`src/hw/rtl/drm_pkg.sv`:
```
package drm_pkg;

  // Command codes carried on cmd
  typedef enum logic [1:0] {
    CMD_SET  = 2'd0,
    CMD_STOP = 2'd1,
    CMD_TICK = 2'd2
  } cmd_e;

  // Configuration register indexes
  localparam int unsigned CfgIdxW = 1;
  localparam logic [CfgIdxW-1:0] REG_RAMP_STEP       = 1'b0;
  localparam logic [CfgIdxW-1:0] REG_UPDATE_INTERVAL = 1'b1;

  localparam int unsigned CfgDataW  = 10;
  localparam int unsigned StepW     = 9;
  localparam int unsigned IntervalW = 10;

  localparam logic [StepW-1:0]     RampStepRst       = 9'd5;
  localparam logic [IntervalW-1:0] UpdateIntervalRst = 10'd20;

  localparam logic signed [8:0] SpeedMax = 9'sd255;
  localparam logic signed [8:0] SpeedMin = -9'sd255;

  typedef logic signed [8:0] speed_t;

  typedef struct packed {
    logic [1:0]         cmd;
    logic signed [15:0] forward;
    logic signed [15:0] steer;
  } item_t;

  // Input register contents seen by the core
  typedef struct packed {
    logic  vld;
    item_t item;
  } stage_t;

  typedef struct packed {
    logic       fwd;
    logic       rev;
    logic [7:0] duty;
  } drive_t;

  typedef struct packed {
    drive_t left;
    drive_t right;
  } result_t;

  // Clamp a 16-bit demand to the speed range
  function automatic speed_t clamp16(logic signed [15:0] v);
    speed_t r;
    if (v > 16'sd255) begin
      r = SpeedMax;
    end else if (v < -16'sd255) begin
      r = SpeedMin;
    end else begin
      r = v[8:0];
    end
    return r;
  endfunction

  // Clamp a mixed sum (-510..510) to the speed range
  function automatic speed_t clamp10(logic signed [9:0] v);
    speed_t r;
    if (v > 10'sd255) begin
      r = SpeedMax;
    end else if (v < -10'sd255) begin
      r = SpeedMin;
    end else begin
      r = v[8:0];
    end
    return r;
  endfunction

  // Move cur toward tgt by step, landing on tgt instead of passing it
  function automatic speed_t ramp_toward(speed_t cur, speed_t tgt, logic [StepW-1:0] step);
    logic signed [10:0] c;
    logic signed [10:0] t;
    logic signed [10:0] s;
    logic signed [10:0] n;
    c = 11'(cur);
    t = 11'(tgt);
    s = $signed({2'b00, step});
    n = c;
    if (c < t) begin
      n = c + s;
      if (n > t) n = t;
    end else if (c > t) begin
      n = c - s;
      if (n < t) n = t;
    end
    return n[8:0];
  endfunction

  // H-bridge pins and duty for one signed speed
  function automatic drive_t drive_bits(speed_t v);
    drive_t d;
    speed_t neg;
    neg    = -v;
    d.rev  = v[8];
    d.fwd  = !v[8] && (v != '0);
    d.duty = v[8] ? neg[7:0] : v[7:0];
    return d;
  endfunction

endpackage

```
`src/hw/rtl/drm_in_reg.sv`:
```
module drm_in_reg (
  input  logic               clk_i,
  input  logic               rst_ni,
  input  logic               in_valid_i,
  input  drm_pkg::item_t     item_i,
  input  logic               advance_i,
  output logic               in_stall_o,
  output drm_pkg::stage_t    stage_o
);

  logic           vld_q, vld_d;
  drm_pkg::item_t item_q;
  logic           accept;

  // Hold the beat only while the core cannot take it
  assign in_stall_o = vld_q && !advance_i;
  assign accept     = in_valid_i && !in_stall_o;

  always_comb begin
    vld_d = vld_q;
    if (accept) begin
      vld_d = 1'b1;
    end else if (advance_i) begin
      vld_d = 1'b0;
    end
  end

  always_ff @(posedge clk_i or negedge rst_ni) begin
    if (!rst_ni) begin
      vld_q <= 1'b0;
    end else begin
      vld_q <= vld_d;
    end
  end

  // Capture payload on accept
  always_ff @(posedge clk_i) begin
    if (accept) begin
      item_q <= item_i;
    end
  end

  assign stage_o.vld  = vld_q;
  assign stage_o.item = item_q;

endmodule

```
`src/hw/rtl/drm_core.sv`:
```
module drm_core (
  input  logic                               clk_i,
  input  logic                               rst_ni,
  input  logic                               cfg_we_i,
  input  logic [drm_pkg::CfgIdxW-1:0]        cfg_idx_i,
  input  logic [drm_pkg::CfgDataW-1:0]       cfg_data_i,
  input  drm_pkg::stage_t                    stage_i,
  output logic                               advance_o,
  input  logic                               out_stall_i,
  output logic                               out_valid_o,
  output drm_pkg::result_t                   result_o
);

  logic [drm_pkg::StepW-1:0]     step_q;
  logic [drm_pkg::IntervalW-1:0] interval_q;

  drm_pkg::speed_t left_tgt_q, left_tgt_d;
  drm_pkg::speed_t right_tgt_q, right_tgt_d;
  drm_pkg::speed_t left_cur_q, left_cur_d;
  drm_pkg::speed_t right_cur_q, right_cur_d;
  logic [drm_pkg::IntervalW-1:0] ticks_q, ticks_d;

  logic              out_vld_q, out_vld_d;
  drm_pkg::result_t  out_q, out_d;
  logic              emit;
  logic              fire;

  drm_pkg::speed_t    fwd_c, str_c;
  logic signed [9:0]  sum, dif;
  logic [drm_pkg::IntervalW:0] tick_inc;

  // Advance whenever the result register is free or being drained
  assign advance_o = !out_vld_q || !out_stall_i;
  assign fire      = stage_i.vld && advance_o;

  // Mix clamped demands
  assign fwd_c    = drm_pkg::clamp16(stage_i.item.forward);
  assign str_c    = drm_pkg::clamp16(stage_i.item.steer);
  assign sum      = 10'(fwd_c) + 10'(str_c);
  assign dif      = 10'(fwd_c) - 10'(str_c);
  assign tick_inc = {1'b0, ticks_q} + 11'd1;

  // Update state and build the result for one item
  always_comb begin
    left_tgt_d  = left_tgt_q;
    right_tgt_d = right_tgt_q;
    left_cur_d  = left_cur_q;
    right_cur_d = right_cur_q;
    ticks_d     = ticks_q;
    emit        = 1'b0;
    if (fire) begin
      case (stage_i.item.cmd)
        drm_pkg::CMD_SET: begin
          left_tgt_d  = drm_pkg::clamp10(sum);
          right_tgt_d = drm_pkg::clamp10(dif);
        end
        drm_pkg::CMD_STOP: begin
          left_tgt_d  = '0;
          right_tgt_d = '0;
          left_cur_d  = '0;
          right_cur_d = '0;
          emit        = 1'b1;
        end
        drm_pkg::CMD_TICK: begin
          if (tick_inc >= {1'b0, interval_q}) begin
            ticks_d     = '0;
            left_cur_d  = drm_pkg::ramp_toward(left_cur_q, left_tgt_q, step_q);
            right_cur_d = drm_pkg::ramp_toward(right_cur_q, right_tgt_q, step_q);
            emit        = 1'b1;
          end else begin
            ticks_d = tick_inc[drm_pkg::IntervalW-1:0];
          end
        end
        default: begin
        end
      endcase
    end
    out_d.left  = drm_pkg::drive_bits(left_cur_d);
    out_d.right = drm_pkg::drive_bits(right_cur_d);
  end

  always_comb begin
    out_vld_d = out_vld_q;
    if (advance_o) begin
      out_vld_d = emit;
    end
  end

  always_ff @(posedge clk_i or negedge rst_ni) begin
    if (!rst_ni) begin
      step_q      <= drm_pkg::RampStepRst;
      interval_q  <= drm_pkg::UpdateIntervalRst;
      left_tgt_q  <= '0;
      right_tgt_q <= '0;
      left_cur_q  <= '0;
      right_cur_q <= '0;
      ticks_q     <= '0;
      out_vld_q   <= 1'b0;
    end else begin
      // Take register writes
      if (cfg_we_i) begin
        case (cfg_idx_i)
          drm_pkg::REG_RAMP_STEP:       step_q     <= cfg_data_i[drm_pkg::StepW-1:0];
          drm_pkg::REG_UPDATE_INTERVAL: interval_q <= cfg_data_i[drm_pkg::IntervalW-1:0];
          default: begin
          end
        endcase
      end
      left_tgt_q  <= left_tgt_d;
      right_tgt_q <= right_tgt_d;
      left_cur_q  <= left_cur_d;
      right_cur_q <= right_cur_d;
      ticks_q     <= ticks_d;
      out_vld_q   <= out_vld_d;
    end
  end

  // Load the result beat
  always_ff @(posedge clk_i) begin
    if (emit) begin
      out_q <= out_d;
    end
  end

  assign out_valid_o = out_vld_q;
  assign result_o    = out_q;

endmodule

```
`src/hw/rtl/differential_drive_ramp_mixer.sv`:
```
// Two-motor skid-steer mixer with ramped speeds and H-bridge drive outputs.
// Input channel (in_valid_i / in_stall_o): cmd_i selects set command (targets
// from forward_i and steer_i), stop (zero everything, emit the off drive) or
// a one millisecond tick. Every update_interval ticks the current speeds step
// toward their targets by ramp_step and a drive beat is emitted.
// Output channel (out_valid_o / out_stall_i): one beat carries direction pins
// and duty for both motors. Set commands and plain ticks emit no beat.
// Configuration: cfg_we_i writes cfg_data_i to register cfg_idx_i
// (0 ramp_step, 1 update_interval); write only while the block is idle.
// Timing: the input register loads at the accepting edge, and the result
// register loads from it once the core advances, which a stalled result
// holds off. Throughput: one beat per cycle while no result is stalled,
// set by the single pass from input register to result register.
// Reset: clears speeds, targets and the tick counter, loads ramp_step 5 and
// update_interval 20, and empties both registers.
// Stall: a waiting result holds stable; the input register still takes one
// more beat, after which in_stall_o rises until the result drains.
module differential_drive_ramp_mixer (
  input  logic                          clk_i,
  input  logic                          rst_ni,
  input  logic                          cfg_we_i,
  input  logic [drm_pkg::CfgIdxW-1:0]   cfg_idx_i,
  input  logic [drm_pkg::CfgDataW-1:0]  cfg_data_i,
  input  logic                          in_valid_i,
  output logic                          in_stall_o,
  input  logic [1:0]                    cmd_i,
  input  logic signed [15:0]            forward_i,
  input  logic signed [15:0]            steer_i,
  output logic                          out_valid_o,
  input  logic                          out_stall_i,
  output logic                          left_dir_fwd_o,
  output logic                          left_dir_rev_o,
  output logic [7:0]                    left_duty_o,
  output logic                          right_dir_fwd_o,
  output logic                          right_dir_rev_o,
  output logic [7:0]                    right_duty_o
);

  drm_pkg::item_t   item;
  drm_pkg::stage_t  stage;
  drm_pkg::result_t result;
  logic             advance;

  assign item.cmd     = cmd_i;
  assign item.forward = forward_i;
  assign item.steer   = steer_i;

  drm_in_reg u_in_reg (
    .clk_i      (clk_i),
    .rst_ni     (rst_ni),
    .in_valid_i (in_valid_i),
    .item_i     (item),
    .advance_i  (advance),
    .in_stall_o (in_stall_o),
    .stage_o    (stage)
  );

  drm_core u_core (
    .clk_i       (clk_i),
    .rst_ni      (rst_ni),
    .cfg_we_i    (cfg_we_i),
    .cfg_idx_i   (cfg_idx_i),
    .cfg_data_i  (cfg_data_i),
    .stage_i     (stage),
    .advance_o   (advance),
    .out_stall_i (out_stall_i),
    .out_valid_o (out_valid_o),
    .result_o    (result)
  );

  assign left_dir_fwd_o  = result.left.fwd;
  assign left_dir_rev_o  = result.left.rev;
  assign left_duty_o     = result.left.duty;
  assign right_dir_fwd_o = result.right.fwd;
  assign right_dir_rev_o = result.right.rev;
  assign right_duty_o    = result.right.duty;

endmodule

```
`config.mk`:
```
export PLATFORM = sky130hd
export DESIGN_NAME = differential_drive_ramp_mixer
export DESIGN_NICKNAME = d
export VERILOG_FILES = /design/src/hw/rtl/drm_pkg.sv /design/src/hw/rtl/drm_in_reg.sv /design/src/hw/rtl/drm_core.sv /design/src/hw/rtl/differential_drive_ramp_mixer.sv
export SDC_FILE = /design/constraint.sdc
export NUM_CORES = 1
export LEC_CHECK = 0
export BUFFER_PORTS_ARGS = -buffer_cell sky130_fd_sc_hd__clkbuf_2
export CAP_MARGIN = 20
export CORE_MARGIN = 3
export CORE_UTILIZATION = 45
export CTS_CLUSTER_DIAMETER = 50
export DETAILED_ROUTE_END_ITERATION = 12
export HOLD_SLACK_MARGIN = 0.15
export SETUP_SLACK_MARGIN = 0.05
export SLEW_MARGIN = 20
export SYNTH_ARGS = -nofsm -noshare
export SYNTH_HDL_FRONTEND = slang
export SYNTH_HIERARCHICAL = 1
export SYNTH_SLANG_ARGS = --single-unit
```
`constraint.sdc`:
```
create_clock -name clk_i -period 4.7 [get_ports clk_i]
set_input_delay 0.94 -clock clk_i [delete_from_list [all_inputs] [get_ports clk_i]]
set_output_delay 0.94 -clock clk_i [all_outputs]
set_load 0.03 [all_outputs]
```
After elaboration in Yosys (flattened, before gate mapping). Cells that the tools add are included.

Order comparisons: 17. Reductions and logical operators: 21. Multiply operators: 0. Add/subtract/negate cells: 9. Div/mod/pow operators: 0. Muxes and demuxes: 32. Equality and inequality tests: 2. Bitwise operators: 1. Shift-type cells: 0.

Operator list (number): $mux 9 (20); $pmux 9 s2 (4); $gt 16x9->1 const B (2); $lt 16x9->1 const B (2); $add 9x10->11 (2); $gt 11x9->1 (2); $lt 11x9->1 (2); $sub 9x10->11 (2); $gt 10x9->1 const B (2); $lt 10x9->1 const B (2); $gt 9x9->1 (2); $lt 9x9->1 (2); $reduce_bool 9->1 (2); $mux 8 (2); $neg 8->8 (2); $add 10x1->11 const B (1); $ge 11x10->1 (1); $add 9x9->10 (1); $mux 10 (1); $sub 9x9->10 (1); $reduce_and 2->1 (4); $logic_not 1->1 (6); $logic_and 1x1->1 (5); $mux 1 (4); other kinds (7) (8).

Memory bits (read-only): 0. Register bits after elaboration: 121. Memory bits (writable): 0. Logic and storage cells: 100. Input port bits: 50. Memories: 0. Bits in latches: 0.

Depth between registers and ports, before layout. Gate-level depths: netlist of the first run.

Word-level depth: 10. Mapped depth: 27. Mapped depth without buffers: 25.

Hierarchy. The synthesis of the first run kept the hierarchy.

By module, submodules not included: drm_core (seq. area each 2257.2 um^2, instances 1, cells an instance 1022, area each 8812.2 um^2); drm_in_reg (seq. area each 1046.0 um^2, instances 1, cells an instance 40, area each 1086.0 um^2).

Least setup slack after synthesis of the first run. OpenSTA, ideal clock, no wires.

Path kind: reg-to-reg. Start point: reg u_core/step_q[1] (netlist name). End point: reg u_core.out_q (netlist bit u_core/result_o[14]), data pin. Period minus slack after synthesis: 5.069 ns. Buffers on the path: 0. Setup time: 0.270 ns. Cell stages (with the launch flop): 24. Path slack: -0.369 ns. Data arrival time: 4.799 ns. Cells stage by stage: dfrtp_1 > inv_1 > ha_1 > inv_1 > a21oi_1 > nor4_1 > a2111oi_0 > o21bai_1 > a21oi_1 > o21bai_1 > a21oi_1 > xnor2_1 > ha_1 > a2111oi_0 > a32oi_1 > nand2_1 > a2111oi_0 > o31a_1 > or2_2 > inv_1 > ha_1 > inv_1 > o31ai_1 > xnor2_1.

RTL lines: start: declaration (line drm_core.sv:14) `logic [drm_pkg::StepW-1:0] step_q;`; start signal: assignment (line drm_core.sv:91) `step_q <= drm_pkg::RampStepRst;`; start signal: assignment (line drm_core.sv:103) `drm_pkg::REG_RAMP_STEP: step_q <= cfg_data_i[drm_pkg::StepW-1:0];`; end signal: assignment (line drm_core.sv:121) `out_q <= out_d;`; end: declaration (line drm_core.sv:24) `drm_pkg::result_t out_q, out_d;`.

==> results of run 1 <==
worst paths after layout:
path / slack (ns) / cells after the start / startpoint / end
worst max-delay path: -0.32 / 21 / u_core/step_q[0] / u_core/result_o[7]
worst min-delay path: 0.49 / 1 / u_core/right_tgt_q[2] / u_core/right_tgt_q[2]
worst max register to register: -0.32 / 21 / u_core/step_q[0] / u_core/result_o[7]
worst min register to register: 0.49 / 1 / u_core/right_tgt_q[2] / u_core/right_tgt_q[2]
max in group asynchronous: 3.12 / 2 / rst_ni / u_core/interval_q[4]
min in group asynchronous: 0.59 / 1 / rst_ni / u_core/right_cur_q[8]
routing by layer:
metal	vias to the layer above	global-route usage [%]	routed length, um
met5	-	0	0
met4	0	7.15	685
met3	59	3.47	1350
met2	267	41.2	13800
met1	4308	34.3	13600
li1	4369	-	-
final cells by class:
cell class	count	area, um2
Fill cell	1804	8010
Multi-Input combinational cell	815	6870
Sequential cell	121	3300
Timing Repair Buffer	253	1800
Clock buffer	17	425
Inverter	95	362
Tap cell	275	344
Clock inverter	15	181
per-stage QoR:
step           util, %  instance area (um2)  worst slack [ns]
6_report          62.4                13300            -0.319
5_1_grt           62.4                13300            -0.487
4_1_cts           60.7                12900            -0.303
3_5_place_dp      54.9                11700            -0.435
3_3_place_gp      54.9                11700            -0.366
2_1_floorplan        -                10000            0.0333
logic make-up (layout without fill, tap and decap cells):
group / Yosys count / after routing / synth area share [%]
AO/OA/AOI/OAI: 300 / 300 / 21.1
AND/OR/NAND/NOR: 292 / 292 / 14.7
adder cells (fa/ha/maj): 140 / 140 / 18.1
buffers and inverters: 126 / 380 / 4.94
flip-flops: 121 / 121 / 33.4
XOR/XNOR: 63 / 63 / 5.57
multiplexers: 20 / 20 / 2.22
Yosys cell counts (all sizes together), types with 9 or more instances:
library cell	count	area (um2)
ha	132	1650
nor3	20	100
a31oi	9	56.3
nor2	82	315
nand2	70	263
nand4	10	62.6
mux2	16	180
xnor2	49	429
nand3	26	130
and3	18	113
a21oi	63	315
xor2	14	123
nor2b	14	87.6
edfxtp	54	1620
clkbuf	22	82.6
inv	95	357
o21a	11	82.6
buf	9	50.0
o21ai	74	370
a21o	13	97.6
dfrtp	63	1580
nor4	10	62.6
o21bai	21	158
a211oi	19	153
a211o	13	114
power by group through the flow:
stage	clock network, uW	registers, uW	logic (uW)
3_5_place_dp	0	1400	2760
6_report	1360	1390	3320
2_1_floorplan	0	1350	1770
4_1_cts	1380	1380	3080
3_3_place_gp	0	1390	2740
5_1_grt	1430	1410	3620
state kept, by name (all words and copies together) (netlist names):
name                flops
u_in_reg/stage_o       34
u_core/result_o        20
u_core/interval_q      10
u_core/ticks_q         10
u_core/left_cur_q       9
u_core/left_tgt_q       9
u_core/right_cur_q      9
u_core/right_tgt_q      9
u_core/step_q           9
u_core/out_valid_o      1
u_in_reg/vld_q          1
what timing repair did:
item                       in CTS  in global routing
pin swaps                      35                 36
hold buffers                    0                  0
cloned                          0                  1
gates resized for setup       100                 53
setup endpoints to repair      16                 25
setup buffers                  26                  9
==> results.py, run 1 <==
metrics = {
    "synth": {
        "synth-seq-cells": 121,
        "synth_edf_count": 54,
        "yosysUniqueCellTypes": 84,
        "yosysWarnings": 6,
        "synthCells": 1062,
        "avgSynthCellArea_um2": 9.32,
        "synth_area_mm2": 0.00990,
        "seq_area_frac_synth_pct": 33.4,
        "synth_nets": 1250,
        "synthFlopType": "dfrtp_1",
        "async_reset_ff_share_pct": 55.4,
    },
    "final_layout": {
        "finish.net_count": 1491,
        "area_delta_synth_final_pct": 34.2,
        "final_cells": 1591,
        "layout_commonest_cell": "buf_4",
        "diodes": 0,
        "drive_gt1_share_pct": 32.7,
        "final_cell_mix": "164 x buf_4, 122 x ha_1, 88 x inv_1",
    },
    "cts": {
        "cts_max_level": 4,
        "clk_latency_ns": 0.42,
        "root_buffer": "clkbuf_16",
        "cts_buffers": 17,
        "cts.sinks": 121,
        "cts_tree": "built",
        "clk_pin_slew_worst_paths_ns": 0.06,
        "clock_path_buffers": 2,
    },
    "critical_path": {
        "critPathCaptureType": "flop",
        "cp_slowest_cell": "dfstp_2",
        "crit_required_ns": 4.85,
        "critPathKind": "flop to flop",
        "max_stage_delay_ns": 0.60,
        "crit_family": "compound AO/OA/AOI/OAI gates",
        "worst_setup_path_start_kind": "flop",
        "crit_buf_inv": 2,
        "cpMostUsedCell": "a21oi_2",
        "cp_data_arrival_time_ns": 5.17,
        "path_cells": "buf_6 -> ha_4 -> inv_2 -> fa_2 -> nor2_2 -> o221ai_2 -> a21oi_2 -> o41a_1 -> a21oi_2 -> xnor2_1 -> ha_1 -> or4b_4 -> a2111o_1 -> o311a_4 -> a2111oi_4 -> a21oi_4 -> a31oi_2 -> a21oi_2 -> or3_4 -> o31a_1 -> xnor2_1",
        "worstPathMaxFanout": 3,
    },
    "placement": {
        "port_buffers": 71,
        "gp_congestion": 0.939,
        "placed_cells": 1524,
        "dp_hpwl_um": 23000,
    },
    "timing": {
        "relSlewSlack_pct": 49.8,
        "hold_viol": 0,
        "worst_slack_ns": -0.319,
        "hold-worst-slack_ns": 0.495,
        "rsz0062_at_grt": "true",
        "setup_tns_ns": -2.70,
        "setup_viol_count_final": 15,
        "fin_skew_ns": 0.00816,
        "min_period_over_period_pct": 107,
        "period_minus_slack_ns": 5.02,
        "slew_violations": 0,
        "max_freq_mhz": 199,
        "tightest_slew_ns": 0.748,
    },
    "routing": {
        "num_vias": 9003,
        "wirelength_um": 29400,
        "wl_per_cell_um": 18.5,
        "final_antenna_net_count": 0,
        "drt_iter0_markers": 586,
        "drc_errors": 0,
        "drtPass1Iterations": 6,
        "via_per_inst": 5.66,
    },
    "power": {
        "p_int_uw": 3600,
        "clkPwrFrac_pct": 22.4,
        "swShare_pct": 40.7,
        "power.share.sequential_pct": 22.9,
        "p_switching_uw": 2470,
        "power_frac_comb_pct": 54.7,
        "p_leak_uw": 0.00608,
        "powerDensity_mw_per_mm2": 457,
        "peakVddDrop_mv": 0.281,
        "finalPower_uw": 6070,
    },
    "global_routing": {
        "grt_pass1_wl_um": 47500,
        "gr-total-overflow": 0,
        "antenna_found_initial": 0,
        "grt_max_degree": 39,
        "gr-usage-all-layers_pct": 24.9,
        "grt_pass1_vias": 8977,
    },
    "floorplanning": {
        "io_pins": 72,
        "die_h_um": 154,
        "dieArea_mm2": 0.0238,
        "row_count": 53,
        "dieWidth_um": 154,
        "start_util_pct": 46.5,
        "coreArea_mm2": 0.0213,
    },
    "run": {
        "max_cap_viol_count": 0,
    },
    "status": {
        "violations": "setup timing",
        "outcome": "complete, but fails checks",
    },
    "worst_hold_path": {
        "hold_class": "flop to flop",
    },
}
Power figures use the tool's default switching activity.
==> inputs of run 2 (changes only) <==
- CORE_ASPECT_RATIO: not set -> 1.5
==> results.py, run 2 (synthesis results as in run 1) <==
metrics = {
    "worst_hold_path": {
        "hold_class": "flop to flop",
        "holdPathStages": 2,
    },
    "critical_path": {
        "reg2regPathDepth": 21,
        "worst_setup_path_start_kind": "flop",
        "cp_slowest_cell": "dfstp_2",
        "path_cells": "buf_6 -> ha_4 -> inv_2 -> fa_2 -> nor2_2 -> o221ai_2 -> a21oi_2 -> o41a_1 -> a21oi_2 -> xnor2_1 -> ha_1 -> or4b_4 -> a2111o_1 -> o311a_4 -> a2111oi_4 -> a21oi_2 -> a31oi_1 -> a21oi_2 -> or3_4 -> o31a_1 -> xnor2_1",
        "cpMostUsedCell": "a21oi_2",
        "crit_buf_inv": 2,
        "crit_family": "compound AO/OA/AOI/OAI gates",
        "max_stage_delay_ns": 0.59,
        "cp_data_arrival_time_ns": 5.25,
        "crit_required_ns": 4.87,
        "critPathCaptureType": "flop",
        "critPathKind": "flop to flop",
        "worstPathMaxFanout": 4,
        "critical_path_depth": 21,
    },
    "floorplanning": {
        "io_pins": 72,
        "coreArea_mm2": 0.0213,
        "dieWidth_um": 127,
        "row_count": 65,
        "die_h_um": 188,
        "dieArea_mm2": 0.0238,
        "start_util_pct": 46.5,
    },
    "timing": {
        "setup_viol_count_final": 16,
        "hold_viol": 0,
        "rsz0062_at_grt": "true",
        "max_freq_mhz": 197,
        "period_minus_slack_ns": 5.08,
        "worst_slack_ns": -0.380,
        "relSlewSlack_pct": 47.6,
        "min_period_over_period_pct": 108,
        "slew_violations": 0,
        "fin_skew_ns": 0.00908,
        "tightest_slew_ns": 0.781,
    },
    "cts": {
        "cts_max_level": 4,
        "cts_buffers": 17,
        "cts_tree": "built",
        "root_buffer": "clkbuf_16",
        "clock_path_buffers": 2,
        "hold_buffers": 0,
        "clk_latency_ns": 0.42,
        "cts.sinks": 121,
        "clk_pin_slew_worst_paths_ns": 0.06,
    },
    "placement": {
        "post-place-ws_ns": -0.443,
        "port_buffers": 71,
        "gp_congestion": 0.935,
        "dpl_cell_area_mm2": 0.0117,
        "placed_cells": 1515,
        "dp_hpwl_um": 24100,
    },
    "power": {
        "p_switching_uw": 2350,
        "swShare_pct": 39.6,
        "clkPwrFrac_pct": 21.9,
        "p_leak_uw": 0.00608,
        "power_frac_comb_pct": 55.0,
        "power.share.sequential_pct": 23.1,
        "powerDensity_mw_per_mm2": 447,
        "peakVddDrop_mv": 0.310,
        "p_int_uw": 3580,
    },
    "global_routing": {
        "gr-usage-all-layers_pct": 26.0,
        "grt_pass1_wl_um": 48300,
        "antenna_found_initial": 0,
        "gr-total-overflow": 0,
        "grt_pass1_vias": 9317,
        "grt_max_degree": 39,
    },
    "routing": {
        "wirelength_um": 30300,
        "drtPass1Iterations": 5,
        "via_per_inst": 5.65,
        "drc_errors": 0,
        "final_antenna_net_count": 0,
        "num_vias": 8968,
        "drt_iter0_markers": 429,
        "wl_per_cell_um": 19.1,
    },
    "final_layout": {
        "area_delta_synth_final_pct": 34.0,
        "stdcell_area_mm2": 0.0133,
        "final_cells": 1587,
        "final_cell_mix": "170 x buf_4, 122 x ha_1, 87 x inv_1",
        "layout_commonest_cell": "buf_4",
        "drive_gt1_share_pct": 33.1,
        "largest_reg_flops": 34,
        "finish.net_count": 1494,
        "fillers": 1827,
        "diodes": 0,
    },
    "status": {
        "violations": "setup timing",
        "outcome": "complete, but fails checks",
    },
    "run": {
        "max_cap_viol_count": 0,
    },
}
run 2: cell type report:
| cell class | count | area [um2] | share of cell area [%] |
|---|---|---|---|
| Sequential cell | 121 | 3300 | 24.9 |
| Clock buffer | 19 | 433 | 3.26 |
| Multi-Input combinational cell | 815 | 6860 | 51.7 |
| Timing Repair Buffer | 256 | 1820 | 13.7 |
| Clock inverter | 13 | 153 | 1.15 |
| Tap cell | 268 | 335 | 2.53 |
| Inverter | 95 | 362 | 2.73 |
run 2: what timing repair did:
action                     CTS  global route
hold endpoints to repair     0             0
cloned                       0             0
gates resized for setup    102            52
setup buffers               29            10
pin swaps                   47            33
setup endpoints to repair   19            29
run 2: power by group through the flow:
stage / clock network (uW) / logic (uW) / registers, uW
finish: 1300 / 3260 / 1370
global route: 1380 / 3570 / 1390
CTS: 1330 / 3070 / 1370
detailed placement: 0 / 2750 / 1390
global placement: 0 / 2720 / 1380
floorplan: 0 / 1770 / 1350
run 2: path summary, 6_finish.rpt:
| check | startpoint | end | slack, ns |
|---|---|---|---|
| worst min register to register | u_core/left_tgt_q[4] | u_core/left_tgt_q[4] | 0.49 |
| min in group asynchronous | rst_ni | u_core/ticks_q[1] | 0.59 |
| worst min-delay path | u_core/left_tgt_q[4] | u_core/left_tgt_q[4] | 0.49 |
| max in group asynchronous | rst_ni | u_core/left_tgt_q[3] | 3.14 |
| worst max-delay path | u_core/step_q[0] | u_core/result_o[7] | -0.38 |
| worst max register to register | u_core/step_q[0] | u_core/result_o[7] | -0.38 |
run 2: worst register-to-register path, stage by stage, from the launching register on:
cell and delay (ns):
dfstp_2 0.59, buf_6 0.12, ha_4 0.12, inv_2 0.03, fa_2 0.34, nor2_2 0.11
o221ai_2 0.14, a21oi_2 0.20, o41a_1 0.18, a21oi_2 0.07, xnor2_1 0.12, ha_1 0.33
or4b_4 0.48, a2111o_1 0.37, o311a_4 0.18, a2111oi_4 0.31, a21oi_2 0.07, a31oi_1 0.20
a21oi_2 0.07, or3_4 0.37, o31a_1 0.27, xnor2_1 0.14
run 2: metrics by stage:
step	util (%)	power, uW	hold WS [ns]	TNS [ns]
after global placement	54.8	4110	0.465	-4.83
after global routing	62.2	6330	0.514	-7.95
after CTS	60.7	5770	0.487	-3.51
after floorplan	-	3130	0.450	0
after detailed placement	54.9	4140	0.474	-5.91
final	62.2	5930	0.486	-4.67
run 2: layer usage:
| layer | global-route usage (%) | vias up | wire length [um] |
|---|---|---|---|
| li1 | - | 4361 | - |
| met1 | 28.4 | 4270 | 11600 |
| met2 | 47.3 | 240 | 15900 |
| met3 | 4.30 | 97 | 1030 |
| met4 | 13.7 | 0 | 1700 |
| met5 | 0 | - | 0 |
